$ cat config.mk
export PLATFORM = sky130hd
export DESIGN_NAME = serial_line_echo_assembler_core
export DESIGN_NICKNAME = d
export VERILOG_FILES = /design/src/hdl/slea_pkg.sv /design/src/hdl/slea_ctrl.sv /design/src/hdl/slea_dp.sv /design/src/hdl/serial_line_echo_assembler_core.sv
export SDC_FILE = /design/constraint.sdc
export NUM_CORES = 1
export LEC_CHECK = 0
export BUFFER_PORTS_ARGS = -buffer_cell sky130_fd_sc_hd__buf_2
export CELL_PAD_IN_SITES_DETAIL_PLACEMENT = 1
export CELL_PAD_IN_SITES_GLOBAL_PLACEMENT = 2
export CORE_AREA = 10 10 252 158
export CTS_BUF_LIST = sky130_fd_sc_hd__clkbuf_16
export CTS_CLUSTER_DIAMETER = 30
export DETAILED_ROUTE_END_ITERATION = 12
export DIE_AREA = 0 0 262 168
export PLACE_DENSITY_LB_ADDON = 0.25
export SETUP_SLACK_MARGIN = 0.02
export SYNTH_ARGS = -nofsm -noshare
export SYNTH_HDL_FRONTEND = slang
export SYNTH_HIERARCHICAL = 1
export SYNTH_SLANG_ARGS = --single-unit
$ cat constraint.sdc
create_clock -name clk -period 3.75 [get_ports clk]
set_clock_uncertainty 0.1 [all_clocks]
set_input_delay 0 -clock clk [delete_from_list [all_inputs] [get_ports clk]]
set_output_delay 0 -clock clk [all_outputs]
set_load 0.05 [all_outputs]
$ cat src/hdl/slea_pkg.sv
// Shared types and constants for the serial line echo assembler.
// Used by slea_ctrl, slea_dp and serial_line_echo_assembler_core.
`timescale 1ns / 1ps

package slea_pkg;

	localparam int unsigned BYTE_W  = 8;
	localparam int unsigned FILL_W  = 6;
	localparam int unsigned PFX_LEN = 6;
	localparam int unsigned PFX_W   = 3;

	localparam logic [BYTE_W-1:0] CH_CR = 8'h0D;
	localparam logic [BYTE_W-1:0] CH_LF = 8'h0A;

	// Source of the byte loaded into the output register.
	typedef enum logic [2:0] {
		SEL_ECHO,
		SEL_PFX,
		SEL_CHAR,
		SEL_CR,
		SEL_LF
	} out_sel_t;

	typedef struct packed {
		logic             load;
		out_sel_t         sel;
		logic [PFX_W-1:0] pfx_idx;
		logic             last;
		logic             store_wr;
		logic             fill_clr;
		logic             idx_clr;
		logic             idx_inc;
	} cmd_t;

	typedef struct packed {
		logic out_free;
		logic is_eol;
		logic fill_zero;
		logic fill_full;
		logic char_end;
	} sts_t;

	// Flush prefix: CR LF 'R' 'X' ':' space.
	function automatic logic [BYTE_W-1:0] pfx_byte(input logic [PFX_W-1:0] idx);
		logic [BYTE_W-1:0] b;
		unique case (idx)
			3'd0:    b = CH_CR;
			3'd1:    b = CH_LF;
			3'd2:    b = 8'h52;
			3'd3:    b = 8'h58;
			3'd4:    b = 8'h3A;
			3'd5:    b = 8'h20;
			default: b = 8'h20;
		endcase
		return b;
	endfunction

endpackage

$ cat src/hdl/slea_ctrl.sv
// Controller state machine of the serial line echo assembler.
// Depends on slea_pkg; drives the datapath slea_dp through cmd_t and reads sts_t.
`timescale 1ns / 1ps

module slea_ctrl import slea_pkg::*; (
	input  logic clk,
	input  logic arst_n,
	input  logic s_tvalid,
	output logic s_tready,
	input  sts_t sts,
	output cmd_t cmd
);

	typedef enum logic [2:0] {
		ST_IDLE,
		ST_PFX,
		ST_CHARS,
		ST_CR,
		ST_LF
	} state_t;

	state_t           state_q, state_d;
	logic [PFX_W-1:0] pfx_cnt_q, pfx_cnt_d;

	always_comb begin
		state_d   = state_q;
		pfx_cnt_d = pfx_cnt_q;
		cmd       = '0;
		cmd.sel   = SEL_ECHO;
		cmd.pfx_idx = pfx_cnt_q;
		s_tready  = 1'b0;
		unique case (state_q)
			ST_IDLE: begin
				s_tready = sts.out_free;
				if (s_tvalid && sts.out_free) begin
					cmd.load = 1'b1;
					cmd.sel  = SEL_ECHO;
					if (sts.is_eol && sts.fill_zero) begin
						state_d = ST_CR;
					end else if (!sts.is_eol && !sts.fill_full) begin
						cmd.store_wr = 1'b1;
						cmd.last     = 1'b1;
					end else begin
						// Line end with held characters, or a full line: flush it.
						cmd.idx_clr = 1'b1;
						pfx_cnt_d   = '0;
						state_d     = ST_PFX;
					end
				end
			end
			ST_PFX: begin
				if (sts.out_free) begin
					cmd.load = 1'b1;
					cmd.sel  = SEL_PFX;
					if (pfx_cnt_q == PFX_W'(PFX_LEN - 1)) begin
						state_d = ST_CHARS;
					end else begin
						pfx_cnt_d = pfx_cnt_q + 1'b1;
					end
				end
			end
			ST_CHARS: begin
				if (sts.out_free) begin
					cmd.load = 1'b1;
					cmd.sel  = SEL_CHAR;
					if (sts.char_end) begin
						state_d = ST_CR;
					end else begin
						cmd.idx_inc = 1'b1;
					end
				end
			end
			ST_CR: begin
				if (sts.out_free) begin
					cmd.load = 1'b1;
					cmd.sel  = SEL_CR;
					state_d  = ST_LF;
				end
			end
			ST_LF: begin
				if (sts.out_free) begin
					cmd.load     = 1'b1;
					cmd.sel      = SEL_LF;
					cmd.last     = 1'b1;
					cmd.fill_clr = 1'b1;
					state_d      = ST_IDLE;
				end
			end
			default: begin
				state_d = ST_IDLE;
			end
		endcase
	end

	always_ff @(posedge clk or negedge arst_n) begin
		if (!arst_n) begin
			state_q   <= ST_IDLE;
			pfx_cnt_q <= '0;
		end else begin
			state_q   <= state_d;
			pfx_cnt_q <= pfx_cnt_d;
		end
	end

	// Characters are only walked for a non-empty line.
	assert property (@(posedge clk) disable iff (!arst_n)
		(state_q == ST_PFX) |-> !sts.fill_zero)
		else $error("flush started on an empty line");

	// The prefix counter stays inside the prefix.
	assert property (@(posedge clk) disable iff (!arst_n)
		pfx_cnt_q <= PFX_W'(PFX_LEN - 1))
		else $error("prefix counter out of range");

	// A new item is taken only after the previous one closed its run.
	assert property (@(posedge clk) disable iff (!arst_n)
		(s_tvalid && s_tready && !cmd.last) |=> (state_q != ST_IDLE))
		else $error("run left open after accepting an item");

endmodule

$ cat src/hdl/slea_dp.sv
// Datapath of the serial line echo assembler: line store, fill count,
// character index and output register. Depends on slea_pkg; driven by slea_ctrl.
`timescale 1ns / 1ps

module slea_dp import slea_pkg::*; #(
	parameter int unsigned LINE_DEPTH = 32
) (
	input  logic              clk,
	input  logic              arst_n,
	input  logic [BYTE_W-1:0] s_tdata,
	output logic [BYTE_W-1:0] m_tdata,
	output logic              m_tlast,
	output logic              m_tvalid,
	input  logic              m_tready,
	input  cmd_t              cmd,
	output sts_t              sts
);

	localparam int unsigned IDX_W = (LINE_DEPTH > 1) ? $clog2(LINE_DEPTH) : 1;

	logic [BYTE_W-1:0] line_mem [LINE_DEPTH];
	logic [BYTE_W-1:0] rd_data_q;
	logic [FILL_W-1:0] fill_q;
	logic [IDX_W-1:0]  idx_q, idx_d;
	logic [BYTE_W-1:0] out_byte_q, out_byte_d;
	logic              out_last_q;
	logic              out_valid_q;

	assign sts.out_free  = !out_valid_q || m_tready;
	assign sts.is_eol    = (s_tdata == CH_CR) || (s_tdata == CH_LF);
	assign sts.fill_zero = (fill_q == '0);
	assign sts.fill_full = (fill_q == FILL_W'(LINE_DEPTH - 1));
	assign sts.char_end  = (FILL_W'(idx_q) == fill_q - 1'b1);

	always_comb begin
		if (cmd.idx_clr) begin
			idx_d = '0;
		end else if (cmd.idx_inc) begin
			idx_d = idx_q + 1'b1;
		end else begin
			idx_d = idx_q;
		end
	end

	// The store is read at the index of the next cycle, so rd_data_q
	// always holds the entry that idx_q points at.
	always_ff @(posedge clk) begin
		if (cmd.store_wr) begin
			line_mem[fill_q[IDX_W-1:0]] <= s_tdata;
		end
		rd_data_q <= line_mem[idx_d];
	end

	always_comb begin
		unique case (cmd.sel)
			SEL_ECHO: out_byte_d = s_tdata;
			SEL_PFX:  out_byte_d = pfx_byte(cmd.pfx_idx);
			SEL_CHAR: out_byte_d = rd_data_q;
			SEL_CR:   out_byte_d = CH_CR;
			SEL_LF:   out_byte_d = CH_LF;
			default:  out_byte_d = s_tdata;
		endcase
	end

	always_ff @(posedge clk) begin
		if (cmd.load) begin
			out_byte_q <= out_byte_d;
			out_last_q <= cmd.last;
		end
	end

	always_ff @(posedge clk or negedge arst_n) begin
		if (!arst_n) begin
			fill_q      <= '0;
			idx_q       <= '0;
			out_valid_q <= 1'b0;
		end else begin
			idx_q <= idx_d;
			if (cmd.fill_clr) begin
				fill_q <= '0;
			end else if (cmd.store_wr) begin
				fill_q <= fill_q + 1'b1;
			end
			if (cmd.load) begin
				out_valid_q <= 1'b1;
			end else if (m_tready) begin
				out_valid_q <= 1'b0;
			end
		end
	end

	assign m_tdata  = out_byte_q;
	assign m_tlast  = out_last_q;
	assign m_tvalid = out_valid_q;

	assert property (@(posedge clk) disable iff (!arst_n)
		fill_q <= FILL_W'(LINE_DEPTH - 1))
		else $error("fill count beyond line capacity");

	assert property (@(posedge clk) disable iff (!arst_n)
		cmd.store_wr |-> !sts.fill_full && !sts.is_eol)
		else $error("store write on a full line or a line end");

	assert property (@(posedge clk) disable iff (!arst_n)
		cmd.load |-> sts.out_free)
		else $error("output register overwritten before its transfer");

	assert property (@(posedge clk) disable iff (!arst_n)
		cmd.fill_clr |=> sts.fill_zero)
		else $error("line not emptied after flush");

endmodule

$ cat src/hdl/serial_line_echo_assembler_core.sv
// Channel  | Signals                      | Payload
// ---------+------------------------------+-------------------------------
// input    | s_tvalid s_tready s_tdata    | s_tdata[7:0] = rx_byte
// output   | m_tvalid m_tready m_tdata    | m_tdata[7:0] = tx_byte,
//          | m_tlast                      | m_tlast = run_last
//
// A stored character gives 1 transfer, an empty line end 3, and a flush
// 9 + held characters (40 at most for the default depth), paced by the
// controller emitting one byte per cycle while m_tready does not stall it.
// The line store is read one index ahead so characters leave back to back.
// arst_n clears the fill count, sequencer and output valid; the store is not cleared.
// A stall on m_tready holds the sequencer; the next input is taken once the run ends.
// Top level of the serial line echo assembler; depends on slea_pkg, slea_ctrl, slea_dp.
`timescale 1ns / 1ps

module serial_line_echo_assembler_core import slea_pkg::*; #(
	parameter int unsigned LINE_DEPTH = 32
) (
	input  logic              clk,
	input  logic              arst_n,
	input  logic              s_tvalid,
	output logic              s_tready,
	input  logic [BYTE_W-1:0] s_tdata,  // [7:0] rx_byte
	output logic              m_tvalid,
	input  logic              m_tready,
	output logic [BYTE_W-1:0] m_tdata,  // [7:0] tx_byte
	output logic              m_tlast
);

	cmd_t cmd;
	sts_t sts;

	slea_ctrl u_ctrl (
		.clk      (clk),
		.arst_n   (arst_n),
		.s_tvalid (s_tvalid),
		.s_tready (s_tready),
		.sts      (sts),
		.cmd      (cmd)
	);

	slea_dp #(
		.LINE_DEPTH (LINE_DEPTH)
	) u_dp (
		.clk      (clk),
		.arst_n   (arst_n),
		.s_tdata  (s_tdata),
		.m_tdata  (m_tdata),
		.m_tlast  (m_tlast),
		.m_tvalid (m_tvalid),
		.m_tready (m_tready),
		.cmd      (cmd),
		.sts      (sts)
	);

endmodule
==> impl_metrics.yaml, run 1 <==
die:
  floorplan.die.width_um: 262
  die_area_um2: 44000
  initial_core_util: 0.353
  num_rows: 54
  core_area_um2: 35500
  io_pins: 23
  fp.dieH_um: 168
placed_design:
  detailed_place.area_um2: 14000
  post-place-cells: 1494
  dpl_worst_slack_ns: -0.0870
  weighted_congestion_at_the_end_of_routability_driven_global_placement: 0.805
  numPortBuffers: 22
  detailed_place_hpwl_mm: 26.8
timing:
  timing_worst_slew_pin_value_ns: 0.984
  setup_violations: 0
  layout_worst_path_cycle_share: 0.974
  rsz0062_at_grt: "yes"
  report.final.hold_viol_count: 0
  min_period_ns: 3.65
  worst_slew_slack_as_a_fraction_of_its_limit: 0.342
  slew_viol_final: 0
  minimum_hold_slack_ns: 0.299
  timing.setup.tns_ns: 0
  max_freq_ghz: 0.274
  fin_worst_setup_slack_ns: 0.0969
power:
  power.sequential.fraction: 0.291
  comb_power_share: 0.376
  intPower_mw: 8.73
  pwr_density_cell_nw_per_um2: 856
  switching_power_mw: 4.98
  ir_drop_v: 0.000533
  share_clk_of_total_power: 0.334
  power.leakage_nw: 5.53
  fin_total_pwr_mw: 13.7
  switching_share: 0.363
layout:
  num_antenna_cells: 0
  p_r_area_growth_vs_syn_pct: 28.1
  instances_no_fill: 1604
  drive_above_1_share: 0.234
  fin_area_um2: 16000
  final_core_utilization: 0.452
  layout_common_cells: "sky130_fd_sc_hd__edfxtp_1 (265), sky130_fd_sc_hd__buf_4 (108), sky130_fd_sc_hd__nor2_1 (80), sky130_fd_sc_hd__nand2_1 (77), sky130_fd_sc_hd__clkbuf_16 (51)"
  design.final.nets: 1108
  final_common_cell: "sky130_fd_sc_hd__edfxtp_1"
synth:
  synth_edf_count: 265
  synth.largest_area_cell: "sky130_fd_sc_hd__edfxtp_1"
  synth_seq_area_share: 0.685
  synthesis.yosys.warnings: 6
  postSynthCellCount: 945
  ys_dominant_reg_cell: "sky130_fd_sc_hd__edfxtp_1"
  synth-async-reset-ratio: 0.0619
  yosysTopAreaCellShare: 0.636
  netlist_area_um2: 12500
  ys_seq_elements: 291
  synth.net_count: 965
  post_synth_main_area_contributors: "sky130_fd_sc_hd__edfxtp_1 (64%), sky130_fd_sc_hd__dfrtp_1 (3.6%), sky130_fd_sc_hd__nor2_1 (2.4%), sky130_fd_sc_hd__nand2_1 (2.3%), sky130_fd_sc_hd__nor3_1 (2.2%)"
  synthDistinctLibCells: 61
  avgSynthCellArea_um2: 13.2
drt:
  post_detailed_routing_wire_length_mm: 41.6
  dr.pass1.iters: 5
  drtIter0Drc: 868
  routed_wire_length_per_instance_um: 25.9
  post_drt_via_cell_ratio: 5.55
  detailed_route_drc_error_count: 0
  vias: 8899
  detail-route-antenna-nets: 0
global_route:
  track_usage: 0.187
  grt_first_pass_wirelength_mm: 61.8
  grt-ovfl-total: 0
  globalRouteMet3Util: 0.0499
  met1_usage: 0.289
  gr-max-usage-layer: "met1"
  gr-usage-met2: 0.257
  grt_max_degree: 45
  antenna_violations_before_repair: 2
  via_count_of_the_first_global_routing_pass: 9117
cts:
  clock_insertion_delay_worst_skew_ns: 0.57
  ctsLongestPathBuffers: 3
  tritoncts: "built"
  clkTransAtPathRegs_ns: 0.05
  cts_max_level: 2
  root_buffer_cell: "sky130_fd_sc_hd__clkbuf_16"
  clock_buffers_created_by_tritoncts: 48
  clock-sinks: 291
worst_setup_path:
  critical_path_arrival_ns: 4.04
  worst-r2r-setup-slack_ns: 0.1
  end_kind: "flip-flop"
  worstPathRequired_ns: 4.14
  timing.critical_path.fanout_max: 11
  worst-setup-path-type: "reg2reg"
  path_buf_inv: 5
  critical_path.cell_chain: "or3_4 -> nor3_2 -> xor2_1 -> nor3_2 -> nor3b_2 -> buf_4 -> buf_12 -> mux2i_4 -> or2_4 -> inv_6 -> clkbuf_16 -> and3_1 -> o211ai_1 -> o211ai_1 -> buf_4 -> a211oi_2"
  worst_setup_path_start_kind: "flip-flop"
  timing.critical_path.max_delay_family: "simple AND/OR/NAND/NOR gates"
  critical_path.slowest_cell: "sky130_fd_sc_hd__or3_4"
  critical_path.max_stage_delay_ns: 0.41
min_path:
  min-delay-path-class: "in2reg"
outcome:
  outcome: "completed"
job:
  maxCapViolations: 0
-- synthesized netlist by cell type, types with 2 or more instances --
master                     instances
sky130_fd_sc_hd__o211ai_1         30
sky130_fd_sc_hd__and2_1            4
sky130_fd_sc_hd__nor3b_1          25
sky130_fd_sc_hd__mux2_2            2
sky130_fd_sc_hd__o22ai_1          29
sky130_fd_sc_hd__o21a_1           31
sky130_fd_sc_hd__nand2b_1          5
sky130_fd_sc_hd__dfxtp_1           8
sky130_fd_sc_hd__nand3b_1          3
sky130_fd_sc_hd__inv_2             2
sky130_fd_sc_hd__ha_1              8
sky130_fd_sc_hd__nor2b_1           6
sky130_fd_sc_hd__nor2_1           81
sky130_fd_sc_hd__a21oi_1          27
sky130_fd_sc_hd__and3_1           10
sky130_fd_sc_hd__o311ai_0         28
sky130_fd_sc_hd__nand4_1           4
sky130_fd_sc_hd__a31oi_1          23
sky130_fd_sc_hd__o21ai_0          18
sky130_fd_sc_hd__inv_1             8
sky130_fd_sc_hd__a22o_1            4
sky130_fd_sc_hd__xor2_1           10
sky130_fd_sc_hd__mux4_2            2
sky130_fd_sc_hd__clkbuf_1         33
sky130_fd_sc_hd__edfxtp_1        265
sky130_fd_sc_hd__or3_1             6
sky130_fd_sc_hd__a221o_1           3
sky130_fd_sc_hd__a211oi_1         32
sky130_fd_sc_hd__buf_2            22
sky130_fd_sc_hd__mux2i_1          14
sky130_fd_sc_hd__or2_1             3
sky130_fd_sc_hd__buf_6             7
sky130_fd_sc_hd__xnor2_1           5
sky130_fd_sc_hd__nor3_1           54
sky130_fd_sc_hd__nand3_1           8
sky130_fd_sc_hd__buf_4             2
sky130_fd_sc_hd__buf_1             6
sky130_fd_sc_hd__nand2_1          77
sky130_fd_sc_hd__dfrtp_1          18
-- final cells by class --
cell class | instances | area (um2)
fill | 3602 | 19400
clock inverter | 42 | 468
inverter | 11 | 47.5
multi-input combinational | 573 | 3680
timing repair buffer | 163 | 1470
sequential | 291 | 8570
tap | 476 | 596
clock buffer | 48 | 1200
-- what timing repair did --
item,4_1_cts,5_1_grt
pin swaps,1,5
cloned,0,3
hold endpoints to repair,221,0
setup endpoints to repair,6,8
gates resized for setup,5,26
hold buffers,12,0
setup buffers,2,3
-- flip-flops by register name (all words and copies together) (netlist names) --
name and count:
u_dp/idx_q 5, u_dp/m_tvalid 1, u_dp/fill_q 6, u_ctrl/pfx_cnt_q 3
u_dp/rd_data_q 8, u_ctrl/state_q 3, u_dp/m_tdata 8, u_dp/m_tlast 1
u_dp/line_mem 256
-- power groups by stage --
stage / clock network [mW] / logic [mW] / registers [mW]
global route: 4.81 / 5.55 / 4.01
global placement: 0 / 4.74 / 4.04
CTS: 4.64 / 4.93 / 3.99
finish: 4.58 / 5.15 / 3.99
detailed placement: 0 / 4.82 / 4.05
floorplan: 0 / 2.58 / 4.19
-- logic make-up (layout without fill, tap and decap cells) --
kind of cell             Yosys count  after routing  share of synthesized area
buffers and inverters             81            264                     0.0314
multiplexers                      18             18                     0.0166
XOR/XNOR                          16             16                     0.0118
AO/OA/AOI/OAI                    237            237                      0.134
AND/OR/NAND/NOR                  294            294                      0.114
adder cells (fa/ha/maj)            8              8                    0.00800
flip-flops                       291            291                      0.685
-- routing by layer --
metal  share of wire  up-vias
met5               0        -
met4           0.011        0
met3           0.079       41
met2            0.41      254
met1            0.50     4628
li1                -     3976
-- worst paths after layout --
kind                                start  cells past startpoint             endpoint
max                        u_dp/fill_q[4]                     16    u_dp/rd_data_q[0]
min                            s_tdata[7]                      2  u_dp/line_mem[2][7]
max reg2reg                u_dp/fill_q[4]                     16    u_dp/rd_data_q[0]
min reg2reg                u_dp/fill_q[5]                      2       u_dp/fill_q[5]
max in group asynchronous          arst_n                      3       u_dp/fill_q[4]
min in group asynchronous          arst_n                      3  u_ctrl/pfx_cnt_q[2]
Power figures use the tool's default switching activity.
==> run 2, diff against run 1 <==
clock period = 4 ns   (was 3.75 ns; I/O delays follow)
==> run 2 against run 1 <==
Critical path depth fell by 3. Global-route usage fell by 0.38 points. Utilization fell by 1.3 points. Hold slack got worse by 0.26 ns. Flip-flop and latch count did not move. Clock-buffer cell count did not move. Sequential power fell by 6.3%. Register-to-register slack improved by 0.08 ns. Maximum frequency fell by 4.4%. Critical path type unchanged. Largest power group unchanged.
==> impl_metrics.yaml, run 2 (same netlist as run 1, synthesis figures left out) <==
power:
  power.sequential.fraction: 0.302
  comb_power_share: 0.349
  switching_share: 0.364
  ir_drop_v: 0.000412
  share_clk_of_total_power: 0.349
  pwr_density_cell_nw_per_um2: 795
  power.leakage_nw: 5.34
  switching_power_mw: 4.51
  intPower_mw: 7.86
die:
  core_area_um2: 35500
  fp.dieH_um: 168
  initial_core_util: 0.353
  die_area_um2: 44000
  num_rows: 54
  io_pins: 23
  floorplan.die.width_um: 262
cts:
  cts_setup_buffers: 0
  cts_max_level: 2
  clkTransAtPathRegs_ns: 0.05
  ctsLongestPathBuffers: 3
  clock_buffers_created_by_tritoncts: 48
  tritoncts: "built"
  clock_insertion_delay_worst_skew_ns: 0.55
  root_buffer_cell: "sky130_fd_sc_hd__clkbuf_16"
  clock-sinks: 291
worst_setup_path:
  critical_path.cell_chain: "or3_1 -> nor3_1 -> xor2_1 -> nor3_2 -> nor3b_2 -> buf_6 -> xor2_4 -> nand2b_4 -> buf_12 -> a211oi_2 -> a31oi_1 -> o211ai_1 -> a211oi_2"
  critical_path.max_stage_delay_ns: 0.51
  path_common_cell: "sky130_fd_sc_hd__a211oi_2"
  critical_path.slowest_cell: "sky130_fd_sc_hd__o211ai_1"
  worst-setup-path-type: "reg2reg"
  worstSetupEndpoint: "u_dp/rd_data_q[5]"
  rr_endpoint: "u_dp/rd_data_q[5]"
  timing.critical_path.max_delay_family: "simple AND/OR/NAND/NOR gates"
  total_stage_count_of_the_critical_path: 13
  worstPathRequired_ns: 4.32
  r2r_cells: 13
  path_buf_inv: 2
  worst-r2r-setup-slack_ns: 0.18
  crit-reg2reg-launch: "u_dp/fill_q[4]"
  timing.critical_path.fanout_max: 36
  critical_path_arrival_ns: 4.13
  worst_setup_path_start_kind: "flip-flop"
  end_kind: "flip-flop"
  worst_setup_sp: "u_dp/fill_q[4]"
layout:
  design.final.nets: 1074
  p_r_area_growth_vs_syn_pct: 24.4
  largest_register_ffs: 256
  final_common_cell: "sky130_fd_sc_hd__edfxtp_1"
  fin_area_um2: 15600
  final_core_utilization: 0.439
  instances_no_fill: 1570
  drive_above_1_share: 0.209
  layout_common_cells: "sky130_fd_sc_hd__edfxtp_1 (265), sky130_fd_sc_hd__buf_4 (89), sky130_fd_sc_hd__nor2_1 (80), sky130_fd_sc_hd__nand2_1 (77), sky130_fd_sc_hd__nor3_1 (52)"
timing:
  layout_worst_path_cycle_share: 0.955
  min_period_ns: 3.82
  max_freq_ghz: 0.262
  timing_worst_slew_pin_value_ns: 1.02
  worst_slew_slack_as_a_fraction_of_its_limit: 0.316
  slew_viol_final: 0
  setup_violations: 0
  rsz0062_at_grt: "no"
  timing.setup.tns_ns: 0
  report.final.hold_viol_count: 0
placed_design:
  post-place-cells: 1471
  weighted_congestion_at_the_end_of_routability_driven_global_placement: 0.855
  detailed_place_hpwl_mm: 26.3
  numPortBuffers: 22
  detailed_place.area_um2: 13800
drt:
  post_drt_via_cell_ratio: 5.54
  routed_wire_length_per_instance_um: 25.9
  detailed_route_drc_error_count: 0
  drtIter0Drc: 802
  dr.pass1.iters: 5
  vias: 8705
  post_detailed_routing_wire_length_mm: 40.6
  detail-route-antenna-nets: 0
global_route:
  track_usage: 0.184
  via_count_of_the_first_global_routing_pass: 8946
  grt_max_degree: 50
  grt_first_pass_wirelength_mm: 60.5
  grt-ovfl-total: 0
  antenna_violations_before_repair: 3
min_path:
  min-delay-path-class: "in2reg"
outcome:
  outcome: "completed"
job:
  maxCapViolations: 0
run 2: cell count changes in the layout (fill, tap and decap cells not counted), sizes merged:
cell | previous run | this run
bufinv | 7 | 8
diode | 0 | 1
buf | 148 | 120
clkinv | 11 | 20
clkinvlp | 8 | 1
clkbuf | 51 | 48
dlygate4sd3 | 12 | 9
inv | 27 | 23
run 2: how the worst min path moves through the flow:
stage | from | to | slack, ns | depth (start not counted)
after floorplan | arst_n | u_ctrl/pfx_cnt_q[0] | -0.40 | 0
after detailed placement | arst_n | u_ctrl/pfx_cnt_q[0] | -0.11 | 1
after global placement | arst_n | u_ctrl/pfx_cnt_q[1] | -0.10 | 1
after CTS | s_tdata[6] | u_dp/line_mem[2][6] | 0.009 | 2
final | s_tdata[6] | u_dp/line_mem[0][6] | 0.04 | 2
after global routing | s_tdata[6] | u_dp/line_mem[2][6] | 0.03 | 2
run 2: layout make-up:
cell class	count	area [um2]
Multi-Input combinational cell	573	3640
Clock inverter	41	482
Timing Repair Buffer	129	1040
Tap cell	476	596
Clock buffer	48	1200
Sequential cell	291	8570
Antenna cell	1	2.50
Fill cell	3640	19900
Inverter	11	42.5
run 2: power by group through the flow:
stage	logic, mW	registers (mW)	clock network [mW]
5_1_grt	4.68	3.76	4.55
3_5_place_dp	4.25	3.80	0
4_1_cts	4.29	3.74	4.39
2_1_floorplan	2.42	3.93	0
3_3_place_gp	4.23	3.80	0
6_report	4.32	3.74	4.31
run 2: routing by layer:
metal / wire [um] / up-vias / track usage
met3: 3160 / 52 / 0.0511
met5: 0 / - / 0
met1: 20600 / 4492 / 0.283
met2: 16300 / 259 / 0.249
li1: - / 3902 / -
met4: 470 / 0 / 0.0346
run 2: timing repair:
action,in CTS,in global routing
endpoints found under the setup margin,0,8
gates resized for setup,0,12
hold endpoints to repair,127,0
hold buffers,9,0
run 2: stage by stage:
step	setup slack [ns]	hold slack, ns	power [mW]
2_1_floorplan	0.494	-0.396	6.35
3_3_place_gp	0.266	-0.104	8.02
3_5_place_dp	0.102	-0.108	8.05
4_1_cts	0.0991	0.00874	12.4
5_1_grt	0.0121	0.0267	13.0
6_report	0.180	0.0406	12.4
run 2: worst reg2reg max path, cell delays in order (launching register included):
cell and delay (ns):
sky130_fd_sc_hd__dfrtp_1 0.37, sky130_fd_sc_hd__or3_1 0.48, sky130_fd_sc_hd__nor3_1 0.21, sky130_fd_sc_hd__xor2_1 0.20, sky130_fd_sc_hd__nor3_2 0.08, sky130_fd_sc_hd__nor3b_2 0.34
sky130_fd_sc_hd__buf_6 0.21, sky130_fd_sc_hd__xor2_4 0.23, sky130_fd_sc_hd__nand2b_4 0.14, sky130_fd_sc_hd__buf_12 0.20, sky130_fd_sc_hd__a211oi_2 0.34, sky130_fd_sc_hd__a31oi_1 0.11
sky130_fd_sc_hd__o211ai_1 0.51, sky130_fd_sc_hd__a211oi_2 0.16
==> run 3, diff against run 2 <==
clock period = 3.47 ns   (was 4 ns; I/O delays follow)
==> run 3 against run 2 <==
The run now ends with setup timing left. Critical path type unchanged. Routed wire length rose by 7.7%. Sequential share of layout area shrank 4.9 points. Utilization grew 4.3 points. Cell count increased by 6.0%. Critical path depth stayed put.
==> impl_metrics.yaml, run 3 (same netlist as run 1, synthesis figures left out) <==
timing:
  slew_viol_final: 0
  timing_worst_slew_pin_value_ns: 1.21
  worst_slew_slack_as_a_fraction_of_its_limit: 0.189
  report.final.hold_viol_count: 0
  fin_worst_setup_slack_ns: -0.289
  setup_violations: 8
  layout_worst_path_cycle_share: 1.08
  max_freq_ghz: 0.266
  rsz0062_at_grt: "yes"
  min_period_ns: 3.76
job:
  maxCapViolations: 0
worst_setup_path:
  critical_path_arrival_ns: 4.06
  worstPathRequired_ns: 3.77
  critical_path.cell_chain: "or3_4 -> nor3_4 -> xor2_2 -> nor3_4 -> nor3b_4 -> mux2i_4 -> or2_4 -> inv_2 -> buf_12 -> a211oi_2 -> a31oi_2 -> o211ai_1 -> a211oi_2"
  worst-r2r-setup-slack_ns: -0.29
  end_kind: "flip-flop"
  worst-setup-path-type: "reg2reg"
  timing.critical_path.max_delay_family: "simple AND/OR/NAND/NOR gates"
  path_buf_inv: 2
  worst_setup_path_start_kind: "flip-flop"
  timing.critical_path.fanout_max: 18
  critical_path.slowest_cell: "sky130_fd_sc_hd__o211ai_1"
  critical_path.max_stage_delay_ns: 0.61
layout:
  final_common_cell: "sky130_fd_sc_hd__edfxtp_1"
  p_r_area_growth_vs_syn_pct: 36.6
  design.final.nets: 1168
  largest_register_ffs: 256
  drive_above_1_share: 0.331
  instances_no_fill: 1664
  num_antenna_cells: 0
  layout_common_cells: "sky130_fd_sc_hd__edfxtp_1 (265), sky130_fd_sc_hd__buf_4 (158), sky130_fd_sc_hd__nor2_1 (76), sky130_fd_sc_hd__nand2_1 (75), sky130_fd_sc_hd__clkbuf_16 (52)"
  fillers: 3571
global_route:
  track_usage: 0.193
  grt_max_degree: 36
  via_count_of_the_first_global_routing_pass: 9310
  antenna_violations_before_repair: 0
  grt_first_pass_wirelength_mm: 63.4
  grt-ovfl-total: 0
drt:
  dr.pass1.iters: 5
  post_drt_via_cell_ratio: 5.52
  drtIter0Drc: 936
  post_detailed_routing_wire_length_mm: 43.7
  vias: 9186
  detailed_route_drc_error_count: 0
  routed_wire_length_per_instance_um: 26.3
  detail-route-antenna-nets: 0
placed_design:
  numPortBuffers: 22
  post-place-cells: 1539
  weighted_congestion_at_the_end_of_routability_driven_global_placement: 0.857
  dpl_worst_slack_ns: -0.618
  detailed_place_hpwl_mm: 27.9
power:
  fin_total_pwr_mw: 16.2
  pwr_density_cell_nw_per_um2: 949
  power.leakage_nw: 6.01
  ir_drop_v: 0.000410
cts:
  clock-sinks: 291
  tritoncts: "built"
  clkTransAtPathRegs_ns: 0.05
  cts_max_level: 2
  clock_buffers_created_by_tritoncts: 48
  ctsLongestPathBuffers: 3
  clock_insertion_delay_worst_skew_ns: 0.56
  root_buffer_cell: "sky130_fd_sc_hd__clkbuf_16"
die:
  initial_core_util: 0.353
  die_area_um2: 44000
  io_pins: 23
  floorplan.die.width_um: 262
  num_rows: 54
  core_area_um2: 35500
  fp.dieH_um: 168
outcome:
  outcome: "finished with violations"
  violations: "setup timing"
min_path:
  min-delay-path-class: "in2reg"
[run 3: area by class of cell]
| cell class | instances | area (um2) | area share |
|---|---|---|---|
| clock buffer | 50 | 1250 | 0.0732 |
| clock inverter | 40 | 452 | 0.0264 |
| inverter | 11 | 42.5 | 0.00249 |
| multi-input combinational | 573 | 4180 | 0.244 |
| sequential | 291 | 8570 | 0.501 |
| tap | 476 | 596 | 0.0348 |
| timing repair buffer | 223 | 2010 | 0.118 |
[run 3: repair_timing]
item / in CTS / in global routing
hold endpoints to repair: 234 / 0
gates cloned: 2 / 2
hold buffers: 12 / 0
buffers inserted: 7 / 15
resized for setup: 58 / 76
pin swaps: 26 / 30
endpoints found under the setup margin: 8 / 48
[run 3: worst paths after layout]
path | start | endpoint | cells past startpoint
worst max-delay path | u_dp/fill_q[4] | u_dp/rd_data_q[4] | 13
worst max register to register | u_dp/fill_q[4] | u_dp/rd_data_q[4] | 13
max in group asynchronous | arst_n | u_dp/idx_q[4] | 3
worst min-delay path | s_tdata[0] | u_dp/line_mem[30][0] | 2
worst min register to register | u_dp/m_tvalid | u_dp/m_tvalid | 3
min in group asynchronous | arst_n | u_ctrl/pfx_cnt_q[2] | 3
[run 3: per-layer routing]
layer	wire length, um	global-route usage	part of all wire	up-vias
met5	0	0	0	-
met3	3670	0.0476	0.084	45
met4	540	0.0324	0.012	0
met2	17700	0.256	0.40	307
met1	21900	0.307	0.50	4744
li1	-	-	-	4090
[run 3: worst reg2reg max path, cell delays in order (launching register included)]
cell and delay (ns):
sky130_fd_sc_hd__dfrtp_1 0.39, sky130_fd_sc_hd__or3_4 0.42, sky130_fd_sc_hd__nor3_4 0.16, sky130_fd_sc_hd__xor2_2 0.20, sky130_fd_sc_hd__nor3_4 0.08, sky130_fd_sc_hd__nor3b_4 0.32, sky130_fd_sc_hd__mux2i_4 0.34, sky130_fd_sc_hd__or2_4 0.18
sky130_fd_sc_hd__inv_2 0.09, sky130_fd_sc_hd__buf_12 0.17, sky130_fd_sc_hd__a211oi_2 0.29, sky130_fd_sc_hd__a31oi_2 0.08, sky130_fd_sc_hd__o211ai_1 0.61, sky130_fd_sc_hd__a211oi_2 0.18
[run 3: through the flow]
stage	instance area, um2	setup TNS, ns	utilization	hold WS [ns]
6_report	17100	-1.16	0.482	0.0278
5_1_grt	17100	-1.85	0.482	0.0317
4_1_cts	16600	-0.973	0.468	0.0167
3_5_place_dp	14400	-2.98	0.405	-0.109
3_3_place_gp	14400	-2.21	0.405	-0.119
2_1_floorplan	12500	0	-	-0.396
[run 3: power by group]
| part | total [mW] | internal, mW | switching, mW |
|---|---|---|---|
| registers | 4.32 | 4.12 | 0.194 |
| clock network | 5.04 | 3.29 | 1.75 |
| logic | 6.86 | 2.99 | 3.88 |
